[src/rtl/one_wire_bus_master_assert.svh]
// assertion macros shared by the one-wire master
`ifndef ONE_WIRE_BUS_MASTER_ASSERT_SVH
`define ONE_WIRE_BUS_MASTER_ASSERT_SVH

// same-cycle implication
`define OWBM_ASSERT_SAME(label, clk, rstn, ante, cons) \
    label: assert property (@(posedge clk) disable iff (!(rstn)) (ante) |-> (cons)) \
        else $error("owbm assertion failed");

// next-cycle implication
`define OWBM_ASSERT_NEXT(label, clk, rstn, ante, cons) \
    label: assert property (@(posedge clk) disable iff (!(rstn)) (ante) |=> (cons)) \
        else $error("owbm assertion failed");

`endif

[src/rtl/owbm_pkg.sv]
`default_nettype none

package owbm_pkg;

    typedef enum logic [3:0] {
        PH_IDLE      = 4'd0,
        PH_RST_LOW   = 4'd1,
        PH_WAIT_LOW  = 4'd2,
        PH_WAIT_HIGH = 4'd3,
        PH_RST_FAIL  = 4'd4,
        PH_WR_LOW    = 4'd5,
        PH_WR_HIGH   = 4'd6,
        PH_RD_LOW    = 4'd7,
        PH_RD_SAMPLE = 4'd8,
        PH_RD_REC    = 4'd9
    } phase_t;

    localparam logic KIND_TICK = 1'b0;
    localparam logic KIND_CMD  = 1'b1;

    localparam logic [1:0] CMD_RESET = 2'd0;
    localparam logic [1:0] CMD_WRITE = 2'd1;
    localparam logic [1:0] CMD_READ  = 2'd2;

    localparam int CFG_IDX_W  = 3;
    localparam int CFG_DATA_W = 10;
    localparam int TIME_W     = 10;

    localparam logic [CFG_IDX_W-1:0] REG_RESET_LOW     = 3'd0;
    localparam logic [CFG_IDX_W-1:0] REG_PRESENCE_DLY  = 3'd1;
    localparam logic [CFG_IDX_W-1:0] REG_POLL_INTERVAL = 3'd2;
    localparam logic [CFG_IDX_W-1:0] REG_WR_ZERO_LOW   = 3'd3;
    localparam logic [CFG_IDX_W-1:0] REG_WR_ZERO_REC   = 3'd4;
    localparam logic [CFG_IDX_W-1:0] REG_WR_ONE_LOW    = 3'd5;
    localparam logic [CFG_IDX_W-1:0] REG_WR_ONE_HIGH   = 3'd6;
    localparam logic [CFG_IDX_W-1:0] REG_READ_LOW      = 3'd7;

    localparam logic [4:0] LOW_POLL_LIMIT  = 5'd20;
    localparam logic [4:0] HIGH_POLL_LIMIT = 5'd24;
    localparam logic [7:0] READ_RECOVERY   = 8'd40;
    localparam logic [TIME_W-1:0] READ_REC_LOAD = TIME_W'(READ_RECOVERY - 8'd1);

    typedef struct packed {
        logic [9:0] reset_low_time;
        logic [7:0] presence_delay;
        logic [7:0] poll_interval;
        logic [7:0] write_zero_low;
        logic [7:0] write_zero_recovery;
        logic [7:0] write_one_low;
        logic [7:0] write_one_high;
        logic [7:0] read_low_time;
    } cfg_t;

    localparam cfg_t CFG_RESET = '{
        reset_low_time:      10'd520,
        presence_delay:      8'd15,
        poll_interval:       8'd10,
        write_zero_low:      8'd70,
        write_zero_recovery: 8'd2,
        write_one_low:       8'd9,
        write_one_high:      8'd55,
        read_low_time:       8'd15
    };

    typedef struct packed {
        logic       kind;
        logic [1:0] command;
        logic [7:0] write_value;
        logic       line_level;
    } item_t;

    typedef struct packed {
        logic       drive_low;
        logic       busy;
        logic       done;
        logic       presence;
        logic [7:0] read_value;
    } result_t;

endpackage

`default_nettype wire

[src/rtl/owbm_regs.sv]
`default_nettype none

module owbm_regs (
    input  wire logic                               aclk,
    input  wire logic                               aresetn,
    input  wire logic                               wr_en,
    input  wire logic [owbm_pkg::CFG_IDX_W-1:0]     wr_index,
    input  wire logic [owbm_pkg::CFG_DATA_W-1:0]    wr_data,
    output owbm_pkg::cfg_t                          cfg
);
    import owbm_pkg::*;

    cfg_t cfg_reg;
    cfg_t cfg_next;

    always_comb begin
        cfg_next = cfg_reg;
        if (wr_en) begin
            unique case (wr_index)
                REG_RESET_LOW:     cfg_next.reset_low_time      = wr_data;
                REG_PRESENCE_DLY:  cfg_next.presence_delay      = wr_data[7:0];
                REG_POLL_INTERVAL: cfg_next.poll_interval       = wr_data[7:0];
                REG_WR_ZERO_LOW:   cfg_next.write_zero_low      = wr_data[7:0];
                REG_WR_ZERO_REC:   cfg_next.write_zero_recovery = wr_data[7:0];
                REG_WR_ONE_LOW:    cfg_next.write_one_low       = wr_data[7:0];
                REG_WR_ONE_HIGH:   cfg_next.write_one_high      = wr_data[7:0];
                REG_READ_LOW:      cfg_next.read_low_time       = wr_data[7:0];
                default:           cfg_next = cfg_reg;
            endcase
        end
    end

    always_ff @(posedge aclk) begin
        if (!aresetn) begin
            cfg_reg <= CFG_RESET;
        end else begin
            cfg_reg <= cfg_next;
        end
    end

    assign cfg = cfg_reg;

endmodule

`default_nettype wire

[src/rtl/owbm_core.sv]
`default_nettype none

module owbm_core (
    input  wire logic           aclk,
    input  wire logic           aresetn,
    input  wire logic           step,
    input  wire owbm_pkg::item_t item,
    input  wire owbm_pkg::cfg_t  cfg,
    output owbm_pkg::result_t   res
);
    import owbm_pkg::*;

    typedef struct packed {
        phase_t            phase;
        logic [TIME_W-1:0] time_cnt;
        logic [2:0]        bit_idx;
        logic [7:0]        shift;
        logic              done;
    } slot_t;

    // first write slot from idx on that has nonzero time; zero slots pass at once
    function automatic slot_t write_slot(input logic [2:0] idx, input logic [7:0] sh,
                                         input cfg_t c);
        slot_t      r;
        logic       found;
        logic       b;
        logic [3:0] pos;
        logic [7:0] lo;
        logic [7:0] hi;
        r.phase    = PH_IDLE;
        r.time_cnt = '0;
        r.bit_idx  = 3'd7;
        r.shift    = sh;
        r.done     = 1'b1;
        found      = 1'b0;
        for (int k = 0; k < 8; k++) begin
            pos = {1'b0, idx} + 4'(k);
            b   = sh[k];
            lo  = b ? c.write_one_low  : c.write_zero_low;
            hi  = b ? c.write_one_high : c.write_zero_recovery;
            if (!found && pos <= 4'd7 && (lo != 8'd0 || hi != 8'd0)) begin
                found     = 1'b1;
                r.bit_idx = pos[2:0];
                r.shift   = sh >> k;
                r.done    = 1'b0;
                if (lo != 8'd0) begin
                    r.phase    = PH_WR_LOW;
                    r.time_cnt = {2'b00, lo};
                end else begin
                    r.phase    = PH_WR_HIGH;
                    r.time_cnt = {2'b00, hi};
                end
            end
        end
        return r;
    endfunction

    phase_t            phase_reg,     phase_next;
    logic [TIME_W-1:0] time_reg,      time_next;
    logic [2:0]        bit_reg,       bit_next;
    logic [7:0]        shift_reg,     shift_next;
    logic [4:0]        poll_reg,      poll_next;
    logic              presence_reg,  presence_next;
    logic [7:0]        last_read_reg, last_read_next;
    logic              done_next;

    logic              expire;
    logic [TIME_W-1:0] time_dec;
    logic [7:0]        wr_rel;
    logic [7:0]        sampled;
    slot_t             first_slot;
    slot_t             follow_slot;

    assign expire      = (time_reg <= TIME_W'(1));
    assign time_dec    = (time_reg == '0) ? '0 : time_reg - TIME_W'(1);
    assign wr_rel      = shift_reg[0] ? cfg.write_one_high : cfg.write_zero_recovery;
    assign sampled     = {item.line_level, shift_reg[7:1]};
    assign first_slot  = write_slot(3'd0, item.write_value, cfg);
    assign follow_slot = write_slot(bit_reg + 3'd1, shift_reg >> 1, cfg);

    // next state
    always_comb begin
        phase_next     = phase_reg;
        time_next      = time_reg;
        bit_next       = bit_reg;
        shift_next     = shift_reg;
        poll_next      = poll_reg;
        presence_next  = presence_reg;
        last_read_next = last_read_reg;
        done_next      = 1'b0;

        if (phase_reg == PH_IDLE) begin
            if (item.kind == KIND_CMD) begin
                case (item.command)
                    CMD_RESET: begin
                        bit_next = 3'd0;
                        if (cfg.reset_low_time != '0) begin
                            phase_next = PH_RST_LOW;
                            time_next  = cfg.reset_low_time;
                        end else begin
                            phase_next = PH_WAIT_LOW;
                            time_next  = {2'b00, cfg.presence_delay};
                            poll_next  = '0;
                        end
                    end
                    CMD_WRITE: begin
                        phase_next = first_slot.phase;
                        time_next  = first_slot.time_cnt;
                        bit_next   = first_slot.bit_idx;
                        shift_next = first_slot.shift;
                        done_next  = first_slot.done;
                    end
                    CMD_READ: begin
                        bit_next   = 3'd0;
                        shift_next = '0;
                        if (cfg.read_low_time != '0) begin
                            phase_next = PH_RD_LOW;
                            time_next  = {2'b00, cfg.read_low_time};
                        end else begin
                            phase_next = PH_RD_SAMPLE;
                            time_next  = '0;
                        end
                    end
                    default: phase_next = PH_IDLE;
                endcase
            end
        end else if (item.kind == KIND_TICK) begin
            unique case (phase_reg)
                PH_RST_LOW: begin
                    if (expire) begin
                        phase_next = PH_WAIT_LOW;
                        time_next  = {2'b00, cfg.presence_delay};
                        poll_next  = '0;
                    end else begin
                        time_next = time_dec;
                    end
                end
                PH_RST_FAIL: begin
                    if (expire) begin
                        phase_next    = PH_IDLE;
                        time_next     = '0;
                        presence_next = 1'b0;
                        done_next     = 1'b1;
                    end else begin
                        time_next = time_dec;
                    end
                end
                PH_WAIT_LOW, PH_WAIT_HIGH: begin
                    if (!expire) begin
                        time_next = time_dec;
                    end else if (phase_reg == PH_WAIT_LOW && !item.line_level) begin
                        phase_next = PH_WAIT_HIGH;
                        poll_next  = '0;
                        time_next  = '0;
                    end else if (phase_reg == PH_WAIT_HIGH && item.line_level) begin
                        phase_next    = PH_IDLE;
                        presence_next = 1'b1;
                        done_next     = 1'b1;
                    end else begin
                        time_next = {2'b00, cfg.poll_interval};
                        if (poll_reg >= ((phase_reg == PH_WAIT_LOW) ? LOW_POLL_LIMIT
                                                                    : HIGH_POLL_LIMIT)) begin
                            phase_next = PH_RST_FAIL;
                        end else begin
                            poll_next = poll_reg + 5'd1;
                        end
                    end
                end
                PH_WR_LOW, PH_WR_HIGH: begin
                    if (!expire) begin
                        time_next = time_dec;
                    end else if (phase_reg == PH_WR_LOW && wr_rel != 8'd0) begin
                        phase_next = PH_WR_HIGH;
                        time_next  = {2'b00, wr_rel};
                    end else if (bit_reg == 3'd7) begin
                        phase_next = PH_IDLE;
                        time_next  = '0;
                        done_next  = 1'b1;
                    end else begin
                        phase_next = follow_slot.phase;
                        time_next  = follow_slot.time_cnt;
                        bit_next   = follow_slot.bit_idx;
                        shift_next = follow_slot.shift;
                        done_next  = follow_slot.done;
                    end
                end
                PH_RD_LOW: begin
                    if (expire) begin
                        phase_next = PH_RD_SAMPLE;
                        time_next  = '0;
                    end else begin
                        time_next = time_dec;
                    end
                end
                PH_RD_SAMPLE, PH_RD_REC: begin
                    if (phase_reg == PH_RD_SAMPLE) begin
                        shift_next = sampled;
                    end
                    if (phase_reg == PH_RD_SAMPLE && READ_REC_LOAD != '0) begin
                        phase_next = PH_RD_REC;
                        time_next  = READ_REC_LOAD;
                    end else if (phase_reg == PH_RD_REC && !expire) begin
                        time_next = time_dec;
                    end else if (bit_reg == 3'd7) begin
                        phase_next     = PH_IDLE;
                        time_next      = '0;
                        last_read_next = shift_next;
                        done_next      = 1'b1;
                    end else begin
                        bit_next = bit_reg + 3'd1;
                        if (cfg.read_low_time != '0) begin
                            phase_next = PH_RD_LOW;
                            time_next  = {2'b00, cfg.read_low_time};
                        end else begin
                            phase_next = PH_RD_SAMPLE;
                            time_next  = '0;
                        end
                    end
                end
                default: phase_next = PH_IDLE;
            endcase
        end
    end

    // result for this item
    always_comb begin
        res.drive_low  = (phase_next == PH_RST_LOW) || (phase_next == PH_WR_LOW) ||
                         (phase_next == PH_RD_LOW);
        res.busy       = (phase_next != PH_IDLE);
        res.done       = done_next;
        res.presence   = presence_next;
        res.read_value = last_read_next;
    end

    always_ff @(posedge aclk) begin
        if (!aresetn) begin
            phase_reg     <= PH_IDLE;
            time_reg      <= '0;
            bit_reg       <= '0;
            shift_reg     <= '0;
            poll_reg      <= '0;
            presence_reg  <= 1'b0;
            last_read_reg <= '0;
        end else if (step) begin
            phase_reg     <= phase_next;
            time_reg      <= time_next;
            bit_reg       <= bit_next;
            shift_reg     <= shift_next;
            poll_reg      <= poll_next;
            presence_reg  <= presence_next;
            last_read_reg <= last_read_next;
        end
    end

endmodule

`default_nettype wire

[src/rtl/one_wire_bus_master.sv]
// channel   | handshake             | payload
// ----------+-----------------------+------------------------------------------------
// input     | s_valid / s_ready     | s_kind s_command s_write_value s_line_level
// result    | m_valid / m_ready     | m_drive_low m_busy_res m_done_res m_presence
//           |                       | m_read_value
// config    | cfg_valid / cfg_ready | cfg_index cfg_data
//
// one item per cycle sustained while m_ready holds; an item is registered, then its result
// is computed and registered.
// the bus sequencer updates once per item, a single pass through its next-state logic.
// reset restores the timing registers to defaults and idles the sequencer.
// a stalled result holds; the input register takes one more item before s_ready drops.
`default_nettype none

module one_wire_bus_master (
    input  wire logic                               aclk,
    input  wire logic                               aresetn,
    input  wire logic                               s_valid,
    output      logic                               s_ready,
    input  wire logic                               s_kind,
    input  wire logic [1:0]                         s_command,
    input  wire logic [7:0]                         s_write_value,
    input  wire logic                               s_line_level,
    output      logic                               m_valid,
    input  wire logic                               m_ready,
    output      logic                               m_drive_low,
    output      logic                               m_busy_res,
    output      logic                               m_done_res,
    output      logic                               m_presence,
    output      logic [7:0]                         m_read_value,
    input  wire logic                               cfg_valid,
    output      logic                               cfg_ready,
    input  wire logic [owbm_pkg::CFG_IDX_W-1:0]     cfg_index,
    input  wire logic [owbm_pkg::CFG_DATA_W-1:0]    cfg_data
);
    import owbm_pkg::*;

`include "one_wire_bus_master_assert.svh"

    cfg_t    cfg;
    item_t   in_item_reg;
    logic    in_vld_reg;
    logic    out_vld_reg;
    result_t out_res_reg;
    result_t res;
    logic    out_free;
    logic    step;
    logic    s_take;

    assign cfg_ready = 1'b1;
    assign out_free  = !out_vld_reg || m_ready;
    assign step      = in_vld_reg && out_free;
    assign s_ready   = !in_vld_reg || out_free;
    assign s_take    = s_valid && s_ready;

    owbm_regs u_regs (
        .aclk     (aclk),
        .aresetn  (aresetn),
        .wr_en    (cfg_valid && cfg_ready),
        .wr_index (cfg_index),
        .wr_data  (cfg_data),
        .cfg      (cfg)
    );

    owbm_core u_core (
        .aclk    (aclk),
        .aresetn (aresetn),
        .step    (step),
        .item    (in_item_reg),
        .cfg     (cfg),
        .res     (res)
    );

    // input item register
    always_ff @(posedge aclk) begin
        if (!aresetn) begin
            in_vld_reg <= 1'b0;
        end else if (s_take) begin
            in_vld_reg <= 1'b1;
        end else if (step) begin
            in_vld_reg <= 1'b0;
        end
    end

    always_ff @(posedge aclk) begin
        if (s_take) begin
            in_item_reg <= '{kind: s_kind, command: s_command,
                             write_value: s_write_value, line_level: s_line_level};
        end
    end

    // result register
    always_ff @(posedge aclk) begin
        if (!aresetn) begin
            out_vld_reg <= 1'b0;
        end else if (out_free) begin
            out_vld_reg <= step;
        end
    end

    always_ff @(posedge aclk) begin
        if (step) begin
            out_res_reg <= res;
        end
    end

    assign m_valid      = out_vld_reg;
    assign m_drive_low  = out_res_reg.drive_low;
    assign m_busy_res   = out_res_reg.busy;
    assign m_done_res   = out_res_reg.done;
    assign m_presence   = out_res_reg.presence;
    assign m_read_value = out_res_reg.read_value;

    `OWBM_ASSERT_NEXT(a_item_kept, aclk, aresetn, in_vld_reg && !out_free, in_vld_reg)
    `OWBM_ASSERT_NEXT(a_step_gives_result, aclk, aresetn, step, out_vld_reg)
    `OWBM_ASSERT_SAME(a_done_idle, aclk, aresetn, step && res.done,
                      !res.busy && !res.drive_low)
    `OWBM_ASSERT_SAME(a_drive_busy, aclk, aresetn, step && res.drive_low, res.busy)

endmodule

`default_nettype wire
[config.mk]
export PLATFORM = sky130hd
export DESIGN_NAME = one_wire_bus_master
export DESIGN_NICKNAME = d
export VERILOG_FILES = /design/src/rtl/owbm_pkg.sv /design/src/rtl/owbm_regs.sv /design/src/rtl/owbm_core.sv /design/src/rtl/one_wire_bus_master.sv
export VERILOG_INCLUDE_DIRS = /design/src /design/src/rtl
export SDC_FILE = /design/constraint.sdc
export NUM_CORES = 1
export LEC_CHECK = 0
export BUFFER_PORTS_ARGS = -buffer_cell sky130_fd_sc_hd__buf_4
export CAP_MARGIN = 25
export CELL_PAD_IN_SITES_DETAIL_PLACEMENT = 2
export CELL_PAD_IN_SITES_GLOBAL_PLACEMENT = 2
export CORE_ASPECT_RATIO = 1.75
export CORE_MARGIN = 8
export CORE_UTILIZATION = 39
export DETAILED_ROUTE_END_ITERATION = 12
export PLACE_DENSITY_LB_ADDON = 0.1
export SYNTH_ARGS = -nofsm -noshare
export SYNTH_HDL_FRONTEND = slang
export SYNTH_SLANG_ARGS = --single-unit
export TNS_END_PERCENT = 20
[constraint.sdc]
create_clock -name aclk -period 10.05 [get_ports aclk]
set_input_delay 1.005 -clock aclk [delete_from_list [all_inputs] [get_ports aclk]]
set_output_delay 1.005 -clock aclk [all_outputs]
set_load 0.1 [all_outputs]
==> run metrics, run 1 <==
outcome completed; setup bufs post-CTS 0; Post-synth top flop dfxtp_1; Die W between 100 and 150 microns; syn nets 1778; Yosys reg bits 131; EDFF count, synth 24; final net count 1741; peak supply drop 0.120 mV; core area 0.0298 sq mm; count leader, synth nand2_1; Power Dens Cells 129 mW/mm^2; leak pwr 0.00456 uW; CTS root buffer clkbuf_16; CP Max Fanout 26; max reg flops 66; H-tree levels 4; max-slew violation count 0; worst-margin pin slew 1.11 ns; Peak Freq around 0.18 GHz; Synth async-reset ratio 0%; clock sinks 131; Hold WC Path Type reg -> reg; synth cell count leaders nand2_1 (314), a21oi_1 (187), nor2_1 (158); num rows between 80 and 90; critical path start-end classification reg -> reg; Worst path slowest cell dfxtp_1; CP Launch Type register; CTS tree yes; Setup Viol. Count Final 0; mapped cell area 0.0118 sq mm; # DRC 0; Critical Path Most Common Cell a2111oi_0; Worst-Skew Late Latency around 0.46 ns; Req. time, crit path between 10 and 15 ns; Layout area overhead 10.0%; Post-Route WL 70.8 mm; max_cap viols 0; I/O Buffers 43; Num CTS Buffers 17; syn avg cell area 6.82 sq um; Hold Buf Count CTS 0; initial antenna violation count 0; maximum clock path buffer count 2; Slew HR around 26%; Initial Utilization a little under 40%; synth warn 0; DPL Wire Length 51.4 mm; Synth area leader dfxtp_1; Non-Filler Instances between 2k and 2.5k; crit path DAT 5.80 ns; Setup crit end kind register; crit path cell chain or4_1 -> inv_1 -> ha_1 -> a2111oi_0 -> o21ai_0 -> clkbuf_4 -> nor2_1 -> o311ai_0 -> a2111oi_0 -> o221ai_1 -> o211ai_1; Area contributors post-synth dfxtp_1 (18%), nand2_1 (10%), a21oi_1 (8.0%); RSZ-0062 raised after global routing false; largest net degree at the start of global routing 65; vias in the first global route 15.6k; antenna fix cells 0; Die Height 246 microns; Netlist cell types 96; GRT overflow 0; CP peak stage delay 0.97 ns; Via-to-Cell Ratio ~7.1; routed length per instance 33.9 microns; GRT Overall Usage 38.5%; Cells after Synth 1725; crit path time final 5.41 ns; first-pass GRT wire length ~100 mm; Post-CTS Resized 0; final hold violation count 0; Initial DRT Pass Iterations 5; Reg clk slew, reported paths 0.07 ns; ratio of cells with drive above 1 in the final layout about a tenth; number of placed cells counting well taps 2052; die area ~0.036 sq mm; First DRT Iteration DRCs 1236; Detail Route Antenna Nets 0; Tcrit/Tclk final 53.9%; Layout Skew ~0.014 ns; share of the synthesized area in the top cell type a little under a fifth; sequential share of the synthesized area 24.3%; via count 14.8k; Setup TNS 0 ns; Placer Congestion 1.04; I/O Pins 45
==> final timing paths <==
check,from,to,slack (ns),cells past startpoint
worst min-delay path,u_regs.cfg[45]$_SDFFE_PN0P_,u_regs.cfg[45]$_SDFFE_PN0P_,0.47,2
worst min register to register,u_regs.cfg[45]$_SDFFE_PN0P_,u_regs.cfg[45]$_SDFFE_PN0P_,0.47,2
worst max-delay path,u_core.phase_reg[1]$_SDFFE_PN0P_,u_core.time_reg[0]$_SDFFE_PN0P_,4.64,11
worst max register to register,u_core.phase_reg[1]$_SDFFE_PN0P_,u_core.time_reg[0]$_SDFFE_PN0P_,4.64,11
==> per-stage QoR <==
step | worst slack [ns] | utilization (%) | hold slack (ns) | cell area (sq um) | total power, uW
global placement | 4.95 | 41.2 | 0.447 | 12300 | 980
CTS | 4.57 | 43.2 | 0.465 | 12900 | 1650
floorplan | 6.39 | - | 0.433 | 11800 | 840
detailed placement | 4.59 | 41.2 | 0.457 | 12300 | 994
finish | 4.64 | 43.4 | 0.465 | 12900 | 1670
global route | 4.43 | 43.4 | 0.487 | 12900 | 1700
==> report_power, final <==
group / internal (uW) / leakage [uW] / total, uW / switching (uW)
combinational: 119 / 0.00317 / 425 / 306
clock: 364 / 0.000290 / 657 / 293
sequential: 552 / 0.00110 / 583 / 30.2
total: 1040 / 0.00456 / 1670 / 630
==> layout by cell type, fill, tap and decap left out, drive strengths merged, types with 11 or more instances in the layout <==
cell type,instances
dfxtp,107
or3,18
ha,23
or4,15
a22oi,13
o221ai,12
a211o,11
nand4,16
o21ai,121
o22ai,20
o211ai,29
a211oi,39
nor2,158
a31oi,41
nand2b,11
a221oi,17
nor4,27
nor2b,14
edfxtp,24
nand2,316
mux2i,33
a21oi,190
and2,13
buf,87
nor3,48
inv,33
clkbuf,24
nand3,60
a21o,18
==> kinds of logic (layout without fill, tap and decap cells) <==
kind of cell             after synthesis  in the layout  share of synthesized area [%]
AND/OR/NAND/NOR                      724            724                           28.5
XOR/XNOR                              11             11                          0.819
flip-flops                           131            131                           24.3
adder cells (fa/ha/maj)               23             23                           2.45
AO/OA/AOI/OAI                        615            615                           34.1
buffers and inverters                179            154                           6.14
other                                  1              1                         0.0319
multiplexers                          41             41                           3.61
==> metal layers <==
| metal | share of wire (%) | track usage [%] | vias up |
|---|---|---|---|
| met3 | 6.9 | 6.52 | 308 |
| li1 | - | - | 6322 |
| met2 | 49 | 66.1 | 771 |
| met1 | 35 | 40.7 | 7423 |
| met5 | 0 | 0 | - |
| met4 | 9.5 | 31.9 | 0 |
==> worst max-delay path, delay by kind of cell, from the launching register on <==
kind / cells / cell delay, ns
buffers and inverters: 2 / 0.84
adder cells (fa/ha/maj): 1 / 0.37
AO/OA/AOI/OAI: 6 / 2.21
flip-flops: 1 / 0.97
AND/OR/NAND/NOR: 2 / 0.96
==> cell type report <==
| type | count | area, sq um |
|---|---|---|
| clock inverters | 10 | 85.1 |
| multi-input cells | 1415 | 8200 |
| repair buffers | 91 | 688 |
| fillers | 3609 | 16900 |
| inverters | 32 | 120 |
| well taps | 387 | 484 |
| clock buffers | 21 | 504 |
| flip-flops and latches | 131 | 2860 |
No activity file was read; power rests on OpenSTA's default activity.
==> run 2, diff against run 1 <==
CORE_UTILIZATION = 33   (was 39)
clock period = 4.9 ns   (was 10.05 ns; I/O delays follow)
==> run 2 against run 1 <==
Against the previous run:
- critical path depth unchanged
- fmax up 16%
- utilization down 5.5 points
- cell count grew 5.7%
- critical path type unchanged
==> run metrics, run 2 (synthesis gave the netlist of run 1 again) <==
Peak Freq 0.215 GHz (was 0.185 GHz); Hold Buf Count CTS 0 (unchanged); Critical Path Most Common Cell ha_1 (was a2111oi_0); Die Height 266 microns (was 246 microns); first-pass GRT wire length 100 mm (was 104 mm); crit path time final 4.65 ns (was 5.41 ns); setup bufs post-CTS 0 (unchanged); CTS tree yes (unchanged); max-slew violation count 0 (unchanged); max reg flops 66 (unchanged); Die W 159 microns (was 147 microns); Post-Route WL 67.7 mm (was 70.8 mm); antenna fix cells 0 (unchanged); WHS Path Cells 1 (was 2); Setup TNS 0 ns (unchanged); vias in the first global route 15.2k (was 15.6k); CP Launch Type register (unchanged); die area 0.0422 sq mm (was 0.0362 sq mm); Power Dens Cells 256 mW/mm^2 (was 129 mW/mm^2); # DRC 0 (unchanged); Placer Congestion 0.962 (was 1.04); leading cell type in the layout, fill and taps excluded nand2_1 (unchanged); outcome completed (unchanged); final hold violation count 0 (unchanged); Hold Crit Endpoint in_item_reg[1]$_DFFE_PP_ (was u_regs.cfg[45]$_SDFFE_PN0P_); Tcrit/Tclk final 94.9% (was 53.9%); max_cap viols 0 (unchanged); via count 14.5k (was 14.8k); final instance area 0.0133 sq mm (was 0.0129 sq mm); Worst-Skew Late Latency 0.47 ns (was 0.46 ns); Reg2Reg Setup Slack 0.25 ns (was 4.64 ns); Layout Skew 0.0251 ns (was 0.0138 ns); RSZ-0062 raised after global routing false (unchanged); Setup Viol. Count Final 0 (unchanged); peak supply drop 0.223 mV (was 0.120 mV); R2R depth 11 (unchanged); I/O Pins 45 (unchanged); H-tree levels 4 (unchanged); Initial DRT Pass Iterations 5 (unchanged); critical path start-end classification reg -> reg (unchanged); Layout area overhead 13.4% (was 10.0%); worst-margin pin slew 1.11 ns (about the same); Detail Route Antenna Nets 0 (unchanged); leak pwr 0.00475 uW (was 0.00456 uW); CTS root buffer clkbuf_16 (unchanged); routed length per instance 30.7 microns (was 33.9 microns); largest net degree at the start of global routing 64 (was 65); DP Area 0.0127 sq mm (was 0.0123 sq mm); Reg clk slew, reported paths 0.08 ns (was 0.07 ns); hold wc startpoint s_write_value[0] (was u_regs.cfg[45]$_SDFFE_PN0P_); core area 0.0352 sq mm (was 0.0298 sq mm); ratio of cells with drive above 1 in the final layout 12.2% (was 10.0%); CP peak stage delay 0.79 ns (was 0.97 ns); clock sinks 131 (unchanged); GRT overflow 0 (unchanged); Hold WC Path Type in -> reg (was reg -> reg); worst r2r src u_core.bit_reg[0]$_SDFFE_PN0P_ (was u_core.phase_reg[1]$_SDFFE_PN0P_); Num CTS Buffers 17 (unchanged); First DRT Iteration DRCs 985 (was 1236); Req. time, crit path 5.22 ns (was 10.44 ns); I/O Buffers 43 (unchanged); CP Max Fanout 12 (was 26); crit path DAT 4.97 ns (was 5.80 ns); R2R Path End u_core.shift_reg[0]$_SDFFE_PN0P_ (was u_core.time_reg[0]$_SDFFE_PN0P_); GRT Overall Usage 31.4% (was 38.5%); Worst path slowest cell or4_1 (was dfxtp_1); maximum clock path buffer count 2 (unchanged); DPL Wire Length 52.3 mm (was 51.4 mm); final net count 1782 (was 1741); initial antenna violation count 0 (unchanged); num rows 91 (was 84); crit path cell chain ha_1 -> ha_1 -> ha_1 -> nor2_1 -> a22o_1 -> or4_1 -> a21oi_2 -> and2_0 -> nand2_1 -> o2111ai_1 -> a31oi_1 (was or4_1 -> inv_1 -> ha_1 -> a2111oi_0 -> o21ai_0 -> clkbuf_4 -> nor2_1 -> o311ai_0 -> a2111oi_0 -> o221ai_1 -> o211ai_1); Slew HR 25.7% (was 26.0%); Setup crit end kind register (unchanged); commonest cells after routing, fill and taps aside nand2_1 (314), a21oi_1 (187), nor2_1 (158) (unchanged); Via-to-Cell Ratio 6.57 (was 7.10); Initial Utilization 33.4% (was 39.4%); Post-CTS Resized 0 (unchanged)
## run 2: changes by cell type in the layout (fill, tap and decap cells not counted), sizes merged
cell / change
dlymetal6s2s: -1
buf: +44
inv: +4
clkbuf: -4
clkinv: -1
bufinv: +1
clkinvlp: -1
## run 2: final cells by class
class / instances / area (sq um)
clock buffer: 19 / 453
fill: 4225 / 21800
tap: 465 / 582
timing repair buffer: 132 / 988
inverter: 32 / 120
multi-input combinational: 1415 / 8190
clock inverter: 13 / 138
sequential: 131 / 2860
## run 2: per-stage QoR
stage                     total power [uW]  hold slack, ns  utilization [%]  setup WS, ns  cells
after floorplan                       1720           0.433                -          1.24   1725
after global placement                2030           0.448             36.2         0.362   2172
after detailed placement              2050           0.460             36.2         0.348   2173
after CTS                             3420           0.182             37.9         0.335   2205
after global routing                  3520           0.188             37.9         0.142   2207
final                                 3410           0.192             37.9         0.248   2207
## run 2: how the worst max path moves through the flow
| stage | start | end | slack, ns | depth (start not counted) |
|---|---|---|---|---|
| floorplan | u_core.bit_reg[0]$_SDFFE_PN0P_ | m_busy_res$_DFFE_PP_ | 1.24 | 14 |
| global placement | u_core.bit_reg[0]$_SDFFE_PN0P_ | u_core.shift_reg[0]$_SDFFE_PN0P_ | 0.36 | 11 |
| finish | u_core.bit_reg[0]$_SDFFE_PN0P_ | u_core.shift_reg[0]$_SDFFE_PN0P_ | 0.25 | 11 |
| detailed placement | u_core.bit_reg[0]$_SDFFE_PN0P_ | u_core.shift_reg[0]$_SDFFE_PN0P_ | 0.35 | 11 |
| global route | u_core.bit_reg[0]$_SDFFE_PN0P_ | u_core.time_reg[0]$_SDFFE_PN0P_ | 0.14 | 13 |
| CTS | u_core.bit_reg[0]$_SDFFE_PN0P_ | u_core.shift_reg[0]$_SDFFE_PN0P_ | 0.33 | 11 |
## run 2: routing by layer
layer	global-route usage [%]	share of wire (%)
met5	0	0
met4	26.0	8.8
met3	4.69	4.6
met2	55.0	49
met1	33.1	37
## run 2: critical path, delay by kind of cell (launching register included)
family | cells | cell delay (ns)
simple gates | 4 | 1.57
compound gates | 4 | 1.17
fa+ha+maj | 3 | 1.14
flops | 1 | 0.61
## run 2: report_power, final
part / switching [uW] / internal (uW)
registers: 66.2 / 1130
clock network: 621 / 745
logic: 594 / 256
